File: src/exlex_pkg.sv
// Shared types, character codes and token field layout for the expression lexer.
// No dependencies; used by expression_lexer and its checker.
package exlex_pkg;

    localparam int LENGTH_BITS_DEF   = 8;
    localparam int POSITION_BITS_DEF = 16;

    // Token field widths and their places in m_tdata, lowest bit first.
    localparam int KIND_W    = 4;
    localparam int LEN_W     = 8;
    localparam int OFF_W     = 32;
    localparam int POS_W     = 16;
    localparam int KIND_LSB  = 0;
    localparam int LEN_LSB   = KIND_LSB + KIND_W;
    localparam int OFF_LSB   = LEN_LSB + LEN_W;
    localparam int LINE_LSB  = OFF_LSB + OFF_W;
    localparam int COL_LSB   = LINE_LSB + POS_W;
    localparam int TOKEN_W   = COL_LSB + POS_W;
    localparam int M_TDATA_W = ((TOKEN_W + 7) / 8) * 8;
    localparam int S_TDATA_W = 8;

    localparam int FIFO_DEPTH = 4;

    localparam logic [7:0] CH_SPACE = 8'h20;
    localparam logic [7:0] CH_CR    = 8'h0D;
    localparam logic [7:0] CH_TAB   = 8'h09;
    localparam logic [7:0] CH_NL    = 8'h0A;
    localparam logic [7:0] CH_SEMI  = 8'h3B;
    localparam logic [7:0] CH_EQ    = 8'h3D;
    localparam logic [7:0] CH_UNDER = 8'h5F;
    localparam logic [7:0] CH_LT    = 8'h3C;
    localparam logic [7:0] CH_GT    = 8'h3E;
    localparam logic [7:0] CH_CARET = 8'h5E;
    localparam logic [7:0] CH_STAR  = 8'h2A;
    localparam logic [7:0] CH_SLASH = 8'h2F;
    localparam logic [7:0] CH_AMP   = 8'h26;
    localparam logic [7:0] CH_MINUS = 8'h2D;
    localparam logic [7:0] CH_PLUS  = 8'h2B;
    localparam logic [7:0] CH_BAR   = 8'h7C;
    localparam logic [7:0] CH_0     = 8'h30;
    localparam logic [7:0] CH_9     = 8'h39;
    localparam logic [7:0] CH_UA    = 8'h41;
    localparam logic [7:0] CH_UZ    = 8'h5A;
    localparam logic [7:0] CH_LA    = 8'h61;
    localparam logic [7:0] CH_LZ    = 8'h7A;

    typedef enum logic [KIND_W-1:0] {
        KIND_NUMBER = 4'd0,
        KIND_IDENT  = 4'd1,
        KIND_MUL    = 4'd2,
        KIND_DIV    = 4'd3,
        KIND_AND    = 4'd4,
        KIND_SLL    = 4'd5,
        KIND_SRL    = 4'd6,
        KIND_SRA    = 4'd7,
        KIND_SUB    = 4'd8,
        KIND_ADD    = 4'd9,
        KIND_OR     = 4'd10,
        KIND_XOR    = 4'd11,
        KIND_ASSIGN = 4'd12,
        KIND_SEMI   = 4'd13,
        KIND_EOL    = 4'd14
    } token_kind_t;

    typedef struct packed {
        token_kind_t       kind;
        logic [LEN_W-1:0]  length;
        logic [OFF_W-1:0]  offset;
        logic [POS_W-1:0]  line;
        logic [POS_W-1:0]  column;
        logic              last;
    } token_t;

    typedef struct packed {
        logic        valid;
        token_kind_t kind;
    } single_t;

    function automatic logic is_digit(input logic [7:0] c);
        return (c >= CH_0) && (c <= CH_9);
    endfunction

    function automatic logic is_ident_start(input logic [7:0] c);
        return (c == CH_UNDER) || ((c >= CH_UA) && (c <= CH_UZ)) ||
               ((c >= CH_LA) && (c <= CH_LZ));
    endfunction

    // Characters that form a one-byte token on their own.
    function automatic single_t single_kind(input logic [7:0] c);
        single_t r;
        r.valid = 1'b1;
        r.kind  = KIND_MUL;
        case (c)
            CH_STAR:  r.kind = KIND_MUL;
            CH_SLASH: r.kind = KIND_DIV;
            CH_AMP:   r.kind = KIND_AND;
            CH_MINUS: r.kind = KIND_SUB;
            CH_PLUS:  r.kind = KIND_ADD;
            CH_BAR:   r.kind = KIND_OR;
            CH_CARET: r.kind = KIND_XOR;
            CH_EQ:    r.kind = KIND_ASSIGN;
            CH_SEMI:  r.kind = KIND_SEMI;
            CH_NL:    r.kind = KIND_EOL;
            default:  r.valid = 1'b0;
        endcase
        return r;
    endfunction

endpackage

File: src/expression_lexer.sv
// A token is written into the token queue on the beat that completes it, then offered on m_.
// Throughput: one text byte per cycle while each byte yields at most one token and m_tready
// stays high; the token channel carries one token per cycle, so a byte that yields two tokens
// takes two output beats, absorbed by a four-entry token queue.
// Reset (aresetn low, synchronous): scanner idle, line and column 1, offset 0, queue empty.
// Depends on exlex_pkg.
module expression_lexer #(
    parameter int LENGTH_BITS   = exlex_pkg::LENGTH_BITS_DEF,
    parameter int POSITION_BITS = exlex_pkg::POSITION_BITS_DEF
) (
    input  logic                             aclk,
    input  logic                             aresetn,
    input  logic                             s_tvalid,
    output logic                             s_tready,
    input  logic [exlex_pkg::S_TDATA_W-1:0]  s_tdata,   // [7:0] text_byte
    input  logic                             s_tlast,   // end_of_text
    output logic                             m_tvalid,
    input  logic                             m_tready,
    // [3:0] token_kind, [11:4] token_length, [43:12] start_offset,
    // [59:44] line_number, [75:60] column_number, [79:76] zero
    output logic [exlex_pkg::M_TDATA_W-1:0]  m_tdata,
    output logic                             m_tlast    // last_of_run
);
    import exlex_pkg::*;

    typedef enum logic [5:0] {
        MODE_IDLE  = 6'b000001,
        MODE_NUM   = 6'b000010,
        MODE_IDENT = 6'b000100,
        MODE_LT    = 6'b001000,
        MODE_GT    = 6'b010000,
        MODE_GTGT  = 6'b100000
    } scan_mode_t;

    localparam logic [LENGTH_BITS-1:0]   LEN_MAX = '1;
    localparam logic [POSITION_BITS-1:0] POS_MAX = '1;
    localparam logic [OFF_W-1:0]         OFF_MAX = '1;
    localparam int PTR_W = $clog2(FIFO_DEPTH);
    localparam int CNT_W = $clog2(FIFO_DEPTH + 1);

    scan_mode_t               mode_reg, mode_next, mode_after;
    logic [LENGTH_BITS-1:0]   pend_len_reg, pend_len_next;
    logic [OFF_W-1:0]         pend_off_reg, pend_off_next;
    logic [POSITION_BITS-1:0] pend_col_reg, pend_col_next;
    logic [POSITION_BITS-1:0] line_reg, line_next;
    logic [POSITION_BITS-1:0] col_reg, col_next;
    logic [OFF_W-1:0]         off_reg, off_next;

    token_t                   fifo_mem [FIFO_DEPTH];
    logic [PTR_W-1:0]         wr_ptr_reg, rd_ptr_reg;
    logic [CNT_W-1:0]         cnt_reg, cnt_next;

    logic [7:0]               c;
    logic                     s_accept, m_accept;
    logic                     digit, ident_start, consumed;
    single_t                  sk;
    logic                     a_valid, b_valid, f_valid;
    token_kind_t              a_kind, f_kind;
    logic [LENGTH_BITS-1:0]   a_len, f_len;
    token_t                   tok_a, tok_b, tok_f, out0, out1;
    logic [1:0]               n_tok, n_push;
    token_t                   head;

    assign c           = s_tdata;
    assign s_accept    = s_tvalid && s_tready;
    assign m_accept    = m_tvalid && m_tready;
    assign digit       = is_digit(c);
    assign ident_start = is_ident_start(c);
    assign sk          = single_kind(c);

    always_comb begin
        mode_after    = mode_reg;
        consumed      = 1'b0;
        a_valid       = 1'b0;
        a_kind        = KIND_NUMBER;
        a_len         = pend_len_reg;
        pend_len_next = pend_len_reg;
        pend_off_next = pend_off_reg;
        pend_col_next = pend_col_reg;
        b_valid       = 1'b0;

        // First the byte is offered to whatever token is pending.
        unique case (mode_reg) inside
            MODE_NUM, MODE_IDENT: begin
                if (digit || (mode_reg == MODE_IDENT && ident_start)) begin
                    consumed = 1'b1;
                    if (pend_len_reg != LEN_MAX) begin
                        pend_len_next = pend_len_reg + LENGTH_BITS'(1);
                    end
                end else begin
                    a_valid    = 1'b1;
                    a_kind     = (mode_reg == MODE_NUM) ? KIND_NUMBER : KIND_IDENT;
                    mode_after = MODE_IDLE;
                end
            end
            MODE_LT: begin
                if (c == CH_LT) begin
                    a_valid  = 1'b1;
                    a_kind   = KIND_SLL;
                    a_len    = LENGTH_BITS'(2);
                    consumed = 1'b1;
                end
                mode_after = MODE_IDLE;
            end
            MODE_GT: begin
                if (c == CH_GT) begin
                    mode_after = MODE_GTGT;
                    consumed   = 1'b1;
                end else begin
                    mode_after = MODE_IDLE;
                end
            end
            MODE_GTGT: begin
                a_valid = 1'b1;
                if (c == CH_GT) begin
                    a_kind   = KIND_SRL;
                    a_len    = LENGTH_BITS'(3);
                    consumed = 1'b1;
                end else begin
                    a_kind = KIND_SRA;
                    a_len  = LENGTH_BITS'(2);
                end
                mode_after = MODE_IDLE;
            end
            default: mode_after = MODE_IDLE;
        endcase

        // A byte not taken by the pending token is scanned from scratch.
        if (!consumed) begin
            if (sk.valid) begin
                b_valid = 1'b1;
            end else if (c == CH_LT || c == CH_GT || digit || ident_start) begin
                if (c == CH_LT) begin
                    mode_after = MODE_LT;
                end else if (c == CH_GT) begin
                    mode_after = MODE_GT;
                end else if (digit) begin
                    mode_after = MODE_NUM;
                end else begin
                    mode_after = MODE_IDENT;
                end
                pend_len_next = LENGTH_BITS'(1);
                pend_off_next = off_reg;
                pend_col_next = col_reg;
            end
        end

        // End of text flushes numbers, identifiers and a waiting ">>".
        f_valid = s_tlast && (mode_after == MODE_NUM || mode_after == MODE_IDENT ||
                              mode_after == MODE_GTGT);
        f_kind  = (mode_after == MODE_NUM)   ? KIND_NUMBER :
                  (mode_after == MODE_IDENT) ? KIND_IDENT  : KIND_SRA;
        f_len   = (mode_after == MODE_GTGT) ? LENGTH_BITS'(2) : pend_len_next;
        mode_next = s_tlast ? MODE_IDLE : mode_after;

        off_next = (off_reg != OFF_MAX) ? off_reg + OFF_W'(1) : off_reg;
        col_next = (col_reg != POS_MAX) ? col_reg + POSITION_BITS'(1) : col_reg;
        line_next = line_reg;
        if (!consumed && c == CH_NL) begin
            line_next = (line_reg != POS_MAX) ? line_reg + POSITION_BITS'(1) : line_reg;
            col_next  = POSITION_BITS'(1);
        end
        if (s_tlast) begin
            line_next = POSITION_BITS'(1);
            col_next  = POSITION_BITS'(1);
            off_next  = '0;
        end
    end

    // Token records; lengths and positions are cut to the field widths.
    always_comb begin
        tok_a.kind   = a_kind;
        tok_a.length = LEN_W'(16'(a_len));
        tok_a.offset = pend_off_reg;
        tok_a.line   = POS_W'(32'(line_reg));
        tok_a.column = POS_W'(32'(pend_col_reg));
        tok_a.last   = 1'b0;

        tok_b.kind   = sk.kind;
        tok_b.length = LEN_W'(1);
        tok_b.offset = off_reg;
        tok_b.line   = POS_W'(32'(line_reg));
        tok_b.column = POS_W'(32'(col_reg));
        tok_b.last   = 1'b0;

        tok_f.kind   = f_kind;
        tok_f.length = LEN_W'(16'(f_len));
        tok_f.offset = pend_off_next;
        tok_f.line   = POS_W'(32'(line_reg));
        tok_f.column = POS_W'(32'(pend_col_next));
        tok_f.last   = 1'b0;

        out1 = b_valid ? tok_b : tok_f;
        if (a_valid) begin
            out0  = tok_a;
            n_tok = (b_valid || f_valid) ? 2'd2 : 2'd1;
        end else begin
            out0  = b_valid ? tok_b : tok_f;
            n_tok = (b_valid || f_valid) ? 2'd1 : 2'd0;
        end
        out0.last = (n_tok == 2'd1);
        out1.last = 1'b1;
        n_push    = s_accept ? n_tok : 2'd0;
    end

    always_ff @(posedge aclk) begin
        if (!aresetn) begin
            mode_reg     <= MODE_IDLE;
            pend_len_reg <= '0;
            pend_off_reg <= '0;
            pend_col_reg <= POSITION_BITS'(1);
            line_reg     <= POSITION_BITS'(1);
            col_reg      <= POSITION_BITS'(1);
            off_reg      <= '0;
        end else if (s_accept) begin
            mode_reg     <= mode_next;
            pend_len_reg <= pend_len_next;
            pend_off_reg <= pend_off_next;
            pend_col_reg <= pend_col_next;
            line_reg     <= line_next;
            col_reg      <= col_next;
            off_reg      <= off_next;
        end
    end

    // Token queue: up to two entries written per beat, one read per cycle while m_tready is high.
    always_ff @(posedge aclk) begin
        if (n_push != 2'd0) begin
            fifo_mem[wr_ptr_reg] <= out0;
        end
        if (n_push == 2'd2) begin
            fifo_mem[wr_ptr_reg + PTR_W'(1)] <= out1;
        end
    end

    assign cnt_next = cnt_reg + CNT_W'(n_push) - CNT_W'(m_accept);

    always_ff @(posedge aclk) begin
        if (!aresetn) begin
            wr_ptr_reg <= '0;
            rd_ptr_reg <= '0;
            cnt_reg    <= '0;
        end else begin
            wr_ptr_reg <= wr_ptr_reg + PTR_W'(n_push);
            rd_ptr_reg <= rd_ptr_reg + PTR_W'(m_accept);
            cnt_reg    <= cnt_next;
        end
    end

    assign s_tready = (cnt_reg <= CNT_W'(FIFO_DEPTH - 2));
    assign m_tvalid = (cnt_reg != '0);
    assign head     = fifo_mem[rd_ptr_reg];
    assign m_tlast  = head.last;
    assign m_tdata  = {(M_TDATA_W - TOKEN_W)'(0), head.column, head.line, head.offset,
                       head.length, head.kind};

endmodule

File: config.mk
export PLATFORM = sky130hd
export DESIGN_NAME = expression_lexer
export DESIGN_NICKNAME = d
export VERILOG_FILES = /design/src/exlex_pkg.sv /design/src/expression_lexer.sv
export SDC_FILE = /design/constraint.sdc
export NUM_CORES = 1
export LEC_CHECK = 0
export ABC_AREA = 1
export BUFFER_PORTS_ARGS = -buffer_cell sky130_fd_sc_hd__buf_4
export CAP_MARGIN = 20
export CELL_PAD_IN_SITES_DETAIL_PLACEMENT = 1
export CELL_PAD_IN_SITES_GLOBAL_PLACEMENT = 2
export CORE_MARGIN = 2
export CORE_UTILIZATION = 30
export DETAILED_ROUTE_END_ITERATION = 8
export MAX_ROUTING_LAYER = met4
export PLACE_DENSITY = 0.68
export SYNTH_ARGS = -nofsm -noshare
export SYNTH_HDL_FRONTEND = slang
export SYNTH_SLANG_ARGS = --single-unit
File: constraint.sdc
create_clock -name aclk -period 4.8 [get_ports aclk]
set_input_delay 0.24 -clock aclk [delete_from_list [all_inputs] [get_ports aclk]]
set_output_delay 0.24 -clock aclk [all_outputs]
set_load 0.02 [all_outputs]
[Word-level counts from Yosys, hierarchy flattened]
Memories as Yosys holds them, arrays and structs flattened. A register that Yosys moved wholly into a read port is not among the register bits.
Index checks and enable logic that the tools add are counted.
Storage, ports and cells
  register bits: 133
  output and inout port bits: 83
  memory bits (writable): 308
  input port bits: 13
  memories kept: 1
Memories
  fifo_mem: depth 4, width 77, read ports 1, clocked after Yosys merged registers in 1, wr ports 2, RTL line expression_lexer.sv:49  | token_t fifo_mem [FIFO_DEPTH];
Cells by class
  add/sub/neg operators: 9
  reduce and logical (&&, ||, !) cells: 30
  magnitude comparators: 7
  equality and inequality tests: 27
  muxes and demuxes: 62
Operator list (count)
  $mux 32: 5
  $mux 77: 2
  $mux 16: 9
  $eq 8x6->1 const B: 9
  $mux 8: 8
  $mux 6: 6
  $pmux 4 s9: 1
  $add 16x1->16 const B: 2
  $add 32x1->32 const B: 1
  $ne 16x16->1 const B: 2
  $ne 32x32->1 const B: 1
  $eq 8x7->1 const B: 3
  $ge 8x7->1 const B: 2
  $le 8x7->1 const B: 2
  $mux 1: 16
  $pmux 8 s2: 1
  $eq 6x2->1 const B: 2
  $eq 6x3->1 const B: 2
  $eq 6x6->1 const B: 2
  $mux 3: 4
  $pmux 6 s2: 1
  $mux 5: 2
  $reduce_or 10->1: 1
  $logic_or 1x1->1: 9
  other kinds (25): 42

[Longest topological paths before layout]
  depth after elaboration: 22
  gate-level depth with buffers: 26
  depth with buffers taken out: 26

[Least setup slack after synthesis]
Ideal clock, no wire load.
  kind: in2reg
  start: in s_tdata[0] in the netlist's numbering
  end: mem fifo_mem[0][10] in the netlist's numbering (enable)
  arrival time: 4.251 ns
  setup time: 0.430 ns
  path slack: 0.119 ns
  cell stages on the path: 20
  path through: nand2_1 inv_1 nand2_1 nand2_1 nand2_1 nand2_1 nor2_1 nand2_2 nor2_4 buf_4 clkbuf_1 a21oi_1 ha_1 inv_1 nor2_1 nor2_2 nor2_1 nor2_1 buf_2 inv_1
RTL lines
  start, declared: RTL line expression_lexer.sv:15  | input logic [exlex_pkg::S_TDATA_W-1:0] s_tdata,
  end, declared: RTL line expression_lexer.sv:49

[Worst setup path after layout]
  start: reg mode_reg[1]
  end: reg cnt_reg[2]
On the way
  cells in the longest elaborated chain, start to end: 18
  elaborated cells on any way between the ends: 32
  those cells by class: add/sub (2); eq/ne (8); mux (14); reduce/logical (8)
Ends and longest elaborated chain
  start, declared: RTL line expression_lexer.sv:41  | scan_mode_t mode_reg, mode_next, mode_after;
  start signal, assigned: RTL line expression_lexer.sv:216  | mode_reg <= mode_next;
  $eq 6x3->1: RTL line expression_lexer.sv:85  | if (digit || (mode_reg == MODE_IDENT && ident_start)) begin
  $logic_and 1x1->1: RTL line expression_lexer.sv:85
  $logic_or 1x1->1: RTL line expression_lexer.sv:85
  $mux 6: RTL line expression_lexer.sv:85
  $pmux 6 s2: RTL line expression_lexer.sv:83  | unique case (mode_reg) inside
  $mux 6: RTL line expression_lexer.sv:132  | end else if (c == CH_LT || c == CH_GT || digit || ident_start) begin
  $mux 6: RTL line expression_lexer.sv:130  | if (sk.valid) begin
  $mux 6: RTL line expression_lexer.sv:129  | if (!consumed) begin
  $eq 6x2->1 or $eq 6x3->1 (tied branches): RTL line expression_lexer.sv:149  | f_valid = s_tlast && (mode_after == MODE_NUM || mode_after == MODE_IDENT ||
  $logic_or 1x1->1 (2 in a row): RTL line expression_lexer.sv:149
  $logic_and 1x1->1: RTL line expression_lexer.sv:149
  $logic_or 1x1->1: RTL line expression_lexer.sv:196, expression_lexer.sv:199
  $mux 1 or $mux 2 (tied branches): RTL line expression_lexer.sv:199, expression_lexer.sv:196
  $mux 2 *: RTL line expression_lexer.sv:194  | if (a_valid) begin
  $mux 2 *: RTL line expression_lexer.sv:203  | n_push = s_accept ? n_tok : 2'd0;
  $add 3x2->3 *: RTL line expression_lexer.sv:236  | assign cnt_next = cnt_reg + CNT_W'(n_push) - CNT_W'(m_accept);
  $sub 3x1->3 *: RTL line expression_lexer.sv:236
  end signal, assigned: RTL line expression_lexer.sv:246  | cnt_reg <= cnt_next;
  end, declared: RTL line expression_lexer.sv:51  | logic [CNT_W-1:0] cnt_reg, cnt_next;
Every way passes the cells marked *; elsewhere a longest branch is shown, timed or not.
A chain may end at the register's enable or synchronous reset.

==> flow_metrics.py <==
metrics = {
    "global_routing": {
        "grt_max_degree": 89,
        "grt_pass1_vias": 24209,
        "grt_first_pass_wirelength_mm": 147.1,
        "overflow": 0,
        "track_usage_pct": 23.12,
        "antenna_found_initial": 0,
    },
    "route": {
        "route.vias.total": 23125,
        "first_pass_iters": 5,
        "totalWireLength_mm": 95.98,
        "drtIter0Drc": 1481,
        "drc": 0,
        "via_per_inst": 5.325,
        "detail_route.wl_per_cell_um": 22.10,
        "ant_nets": 0,
    },
    "clocking": {
        "cts_hold_buf": 0,
        "cts_tree": "yes",
        "cts_made_buffers": 53,
        "cts_resized": 0,
        "clockBufferDepth": 3,
        "htree_levels": 2,
        "cts_root_buf": "clkbuf_16",
        "clkSinkCount": 441,
        "cts.clk_slew.worst_paths_ps": 60,
        "insertion_delay_ps": 620,
        "post_cts.repair.setup_buffers": 0,
    },
    "die": {
        "die_height_um": 290.0,
        "die_area_sq_um": 84110,
        "io_pins": 96,
        "dieWidth_um": 290.0,
        "initial_core_util_pct": 30.37,
        "core-area_sq_um": 80810,
        "placementRows": 104,
    },
    "synthesis": {
        "synth_compound_area_share_pct": 10.15,
        "synth_adder_area_share_pct": 0.5914,
        "synth_mux_area_share_pct": 0,
        "synth-seq-cells": 441,
        "avgSynthCellArea_sq_um": 7.619,
        "synth-simple-area-share_pct": 32.58,
        "yosysUniqueCellTypes": 46,
        "yosysTopAreaCellShare_pct": 37.20,
        "synthArstFlopShare_pct": 0,
        "synth_top_family_by_area": "simple AND/OR/NAND/NOR gates",
        "synth_warnings": 0,
        "synth_cells": 3221,
        "synth.area.top_cells": "edfxtp_1, nand2_1, dfxtp_1, nand3_1, nor2_1",
        "yosysSeqAreaShare_pct": 48.37,
        "ys.flop_type": "edfxtp_1",
        "yosysTopAreaCell": "edfxtp_1",
        "synth_xor_xnor_area_share_pct": 0.9636,
        "synth_edf_count": 304,
        "syn_area_sq_um": 24540,
    },
    "setup_path": {
        "startpoint_type": "flip-flop",
        "cp_max_fo": 5,
        "cp-end-kind": "flip-flop",
        "critPathKind": "flip-flop to flip-flop",
        "critPathArrivalTime_ps": 4820,
        "required_ps": 5340,
    },
    "flow_run": {
        "cap_viol_max_count": 0,
    },
    "place": {
        "post-dp-hpwl_mm": 58.30,
        "portBuffers": 91,
        "gp_congestion": 0.8549,
    },
    "timing": {
        "slew_violations": 0,
        "rsz0062_at_grt": "no",
        "min_period_ps": 4280,
        "fmax_mhz": 233.7,
        "setup_viol": 0,
        "fin_crit_sh_pct": 89.16,
        "hold_viol": 0,
        "fin_setup_tns_ps": 0,
        "finalClockSkew_ps": 14.29,
        "worstMarginPinSlew_ps": 1154,
        "maxSlewHeadroom_pct": 23.07,
    },
    "layout": {
        "largest_reg_flops": 308,
        "drive_gt1_share_pct": 9.202,
        "final_util_pct": 34.71,
        "syn_to_final_growth_pct": 14.31,
        "fillers": 9674,
        "finalNetCount": 3261,
    },
    "power": {
        "p_leak_nw": 11.59,
        "ir_drop_mv": 0.2615,
        "power_density_nw_per_um2": 437.3,
    },
    "outcome": {
        "status": "completed",
    },
    "min_path": {
        "hold_class": "primary input to flip-flop",
    },
}
## layout by cell type (no fill, tap or decap), drive strengths merged
master and count:
a211oi 10, a21boi 1, a21o 1, a21oi 73, a221oi 1, a31oi 4, a41oi 1, and3 2
buf 142, bufinv 7, clkbuf 67, clkinv 27, clkinvlp 1, conb 4, dfxtp 137, diode 1
edfxtp 304, fa 1, ha 10, inv 263, nand2 874, nand3 544, nand4 22, nor2 343
nor3 55, nor4 13, o211ai 54, o21a 4, o21ai 206, o21bai 1, o22ai 79, o311ai 1
o31ai 2, or2 1, xnor2 1, xor2 26
## power breakdown
group / switching, mW / internal [mW]
clock: 1.72 / 2.44
sequential: 0.224 / 4.22
combinational: 2.56 / 1.10
total: 4.50 / 7.76
## per-layer routing
| layer | GRT usage (%) | share of wire (%) | wire [um] |
|---|---|---|---|
| met5 | - | 0 | 0 |
| met4 | 5.259 | 2.0 | 1967 |
| met3 | 2.229 | 3.7 | 3514 |
| met2 | 38.90 | 48 | 45800 |
| met1 | 30.10 | 47 | 44700 |
## cell families after synthesis
family | Yosys count
other | 1
flip-flops | 441
XOR/XNOR | 27
buffers and inverters | 449
AND/OR/NAND/NOR | 1854
adder cells (fa/ha/maj) | 11
AO/OA/AOI/OAI | 438
## path summary, 6_finish.rpt
check             cells after the start          end         from  slack (ps)
setup / recovery                     23   cnt_reg[2]  mode_reg[1]         520
hold / removal                        3   cnt_reg[0]      aresetn          80
setup reg to reg                     23   cnt_reg[2]  mode_reg[1]         520
hold reg to reg                       2  mode_reg[3]  mode_reg[3]         480
## stage by stage
stage	hold slack, ps	setup slack (ps)	instance area, sq um	power, mW	cells
6_report	76.81	520.3	28050	12.27	4343
2_1_floorplan	442.6	118.7	24550	6.681	3224
3_5_place_dp	471.4	470.0	26280	8.223	4241
3_3_place_gp	454.5	628.2	26260	8.096	4240
4_1_cts	35.06	472.3	28020	12.41	4341
5_1_grt	75.64	34.54	28050	12.88	4342
## layout make-up
type	count	area, sq um	area share, %
inverter	265	1008	3.595
clock inverter	33	350.3	1.249
sequential	441	11880	42.34
clock buffer	67	1399	4.987
multi-input combinational	2334	10950	39.03
tap	1060	1326	4.728
timing repair buffer	142	1141	4.068
antenna	1	2.502	0.008921
## critical path: stages (launching register included)
cell     delay (ps)
dfxtp_1         340
nor2_1          180
nand2_1         170
nor3_1          260
nand2_1         120
nand2_1         120
nor2_4           60
nand2_4         130
nand2_1          90
nand2_1          90
nand3_1         160
nor2_1          180
a21oi_1         100
ha_1            330
inv_1            50
nor2_1          220
inv_1           180
ha_1            310
inv_1            40
ha_1            190
fa_1            380
xor2_1          230
o21ai_0         100
a21oi_1         170
## synth_stat cells (all sizes together) (4+ instances only)
| cell | instances |
|---|---|
| edfxtp | 304 |
| nand3 | 544 |
| dfxtp | 137 |
| o21a | 4 |
| o211ai | 54 |
| a21oi | 73 |
| o22ai | 79 |
| a31oi | 4 |
| nand4 | 22 |
| nor4 | 13 |
| nor3 | 55 |
| nor2 | 343 |
| ha | 10 |
| o21ai | 206 |
| inv | 265 |
| a211oi | 10 |
| clkbuf | 122 |
| nand2 | 874 |
| buf | 62 |
| xor2 | 26 |
Note: power is estimated with default switching activity, not from simulation.
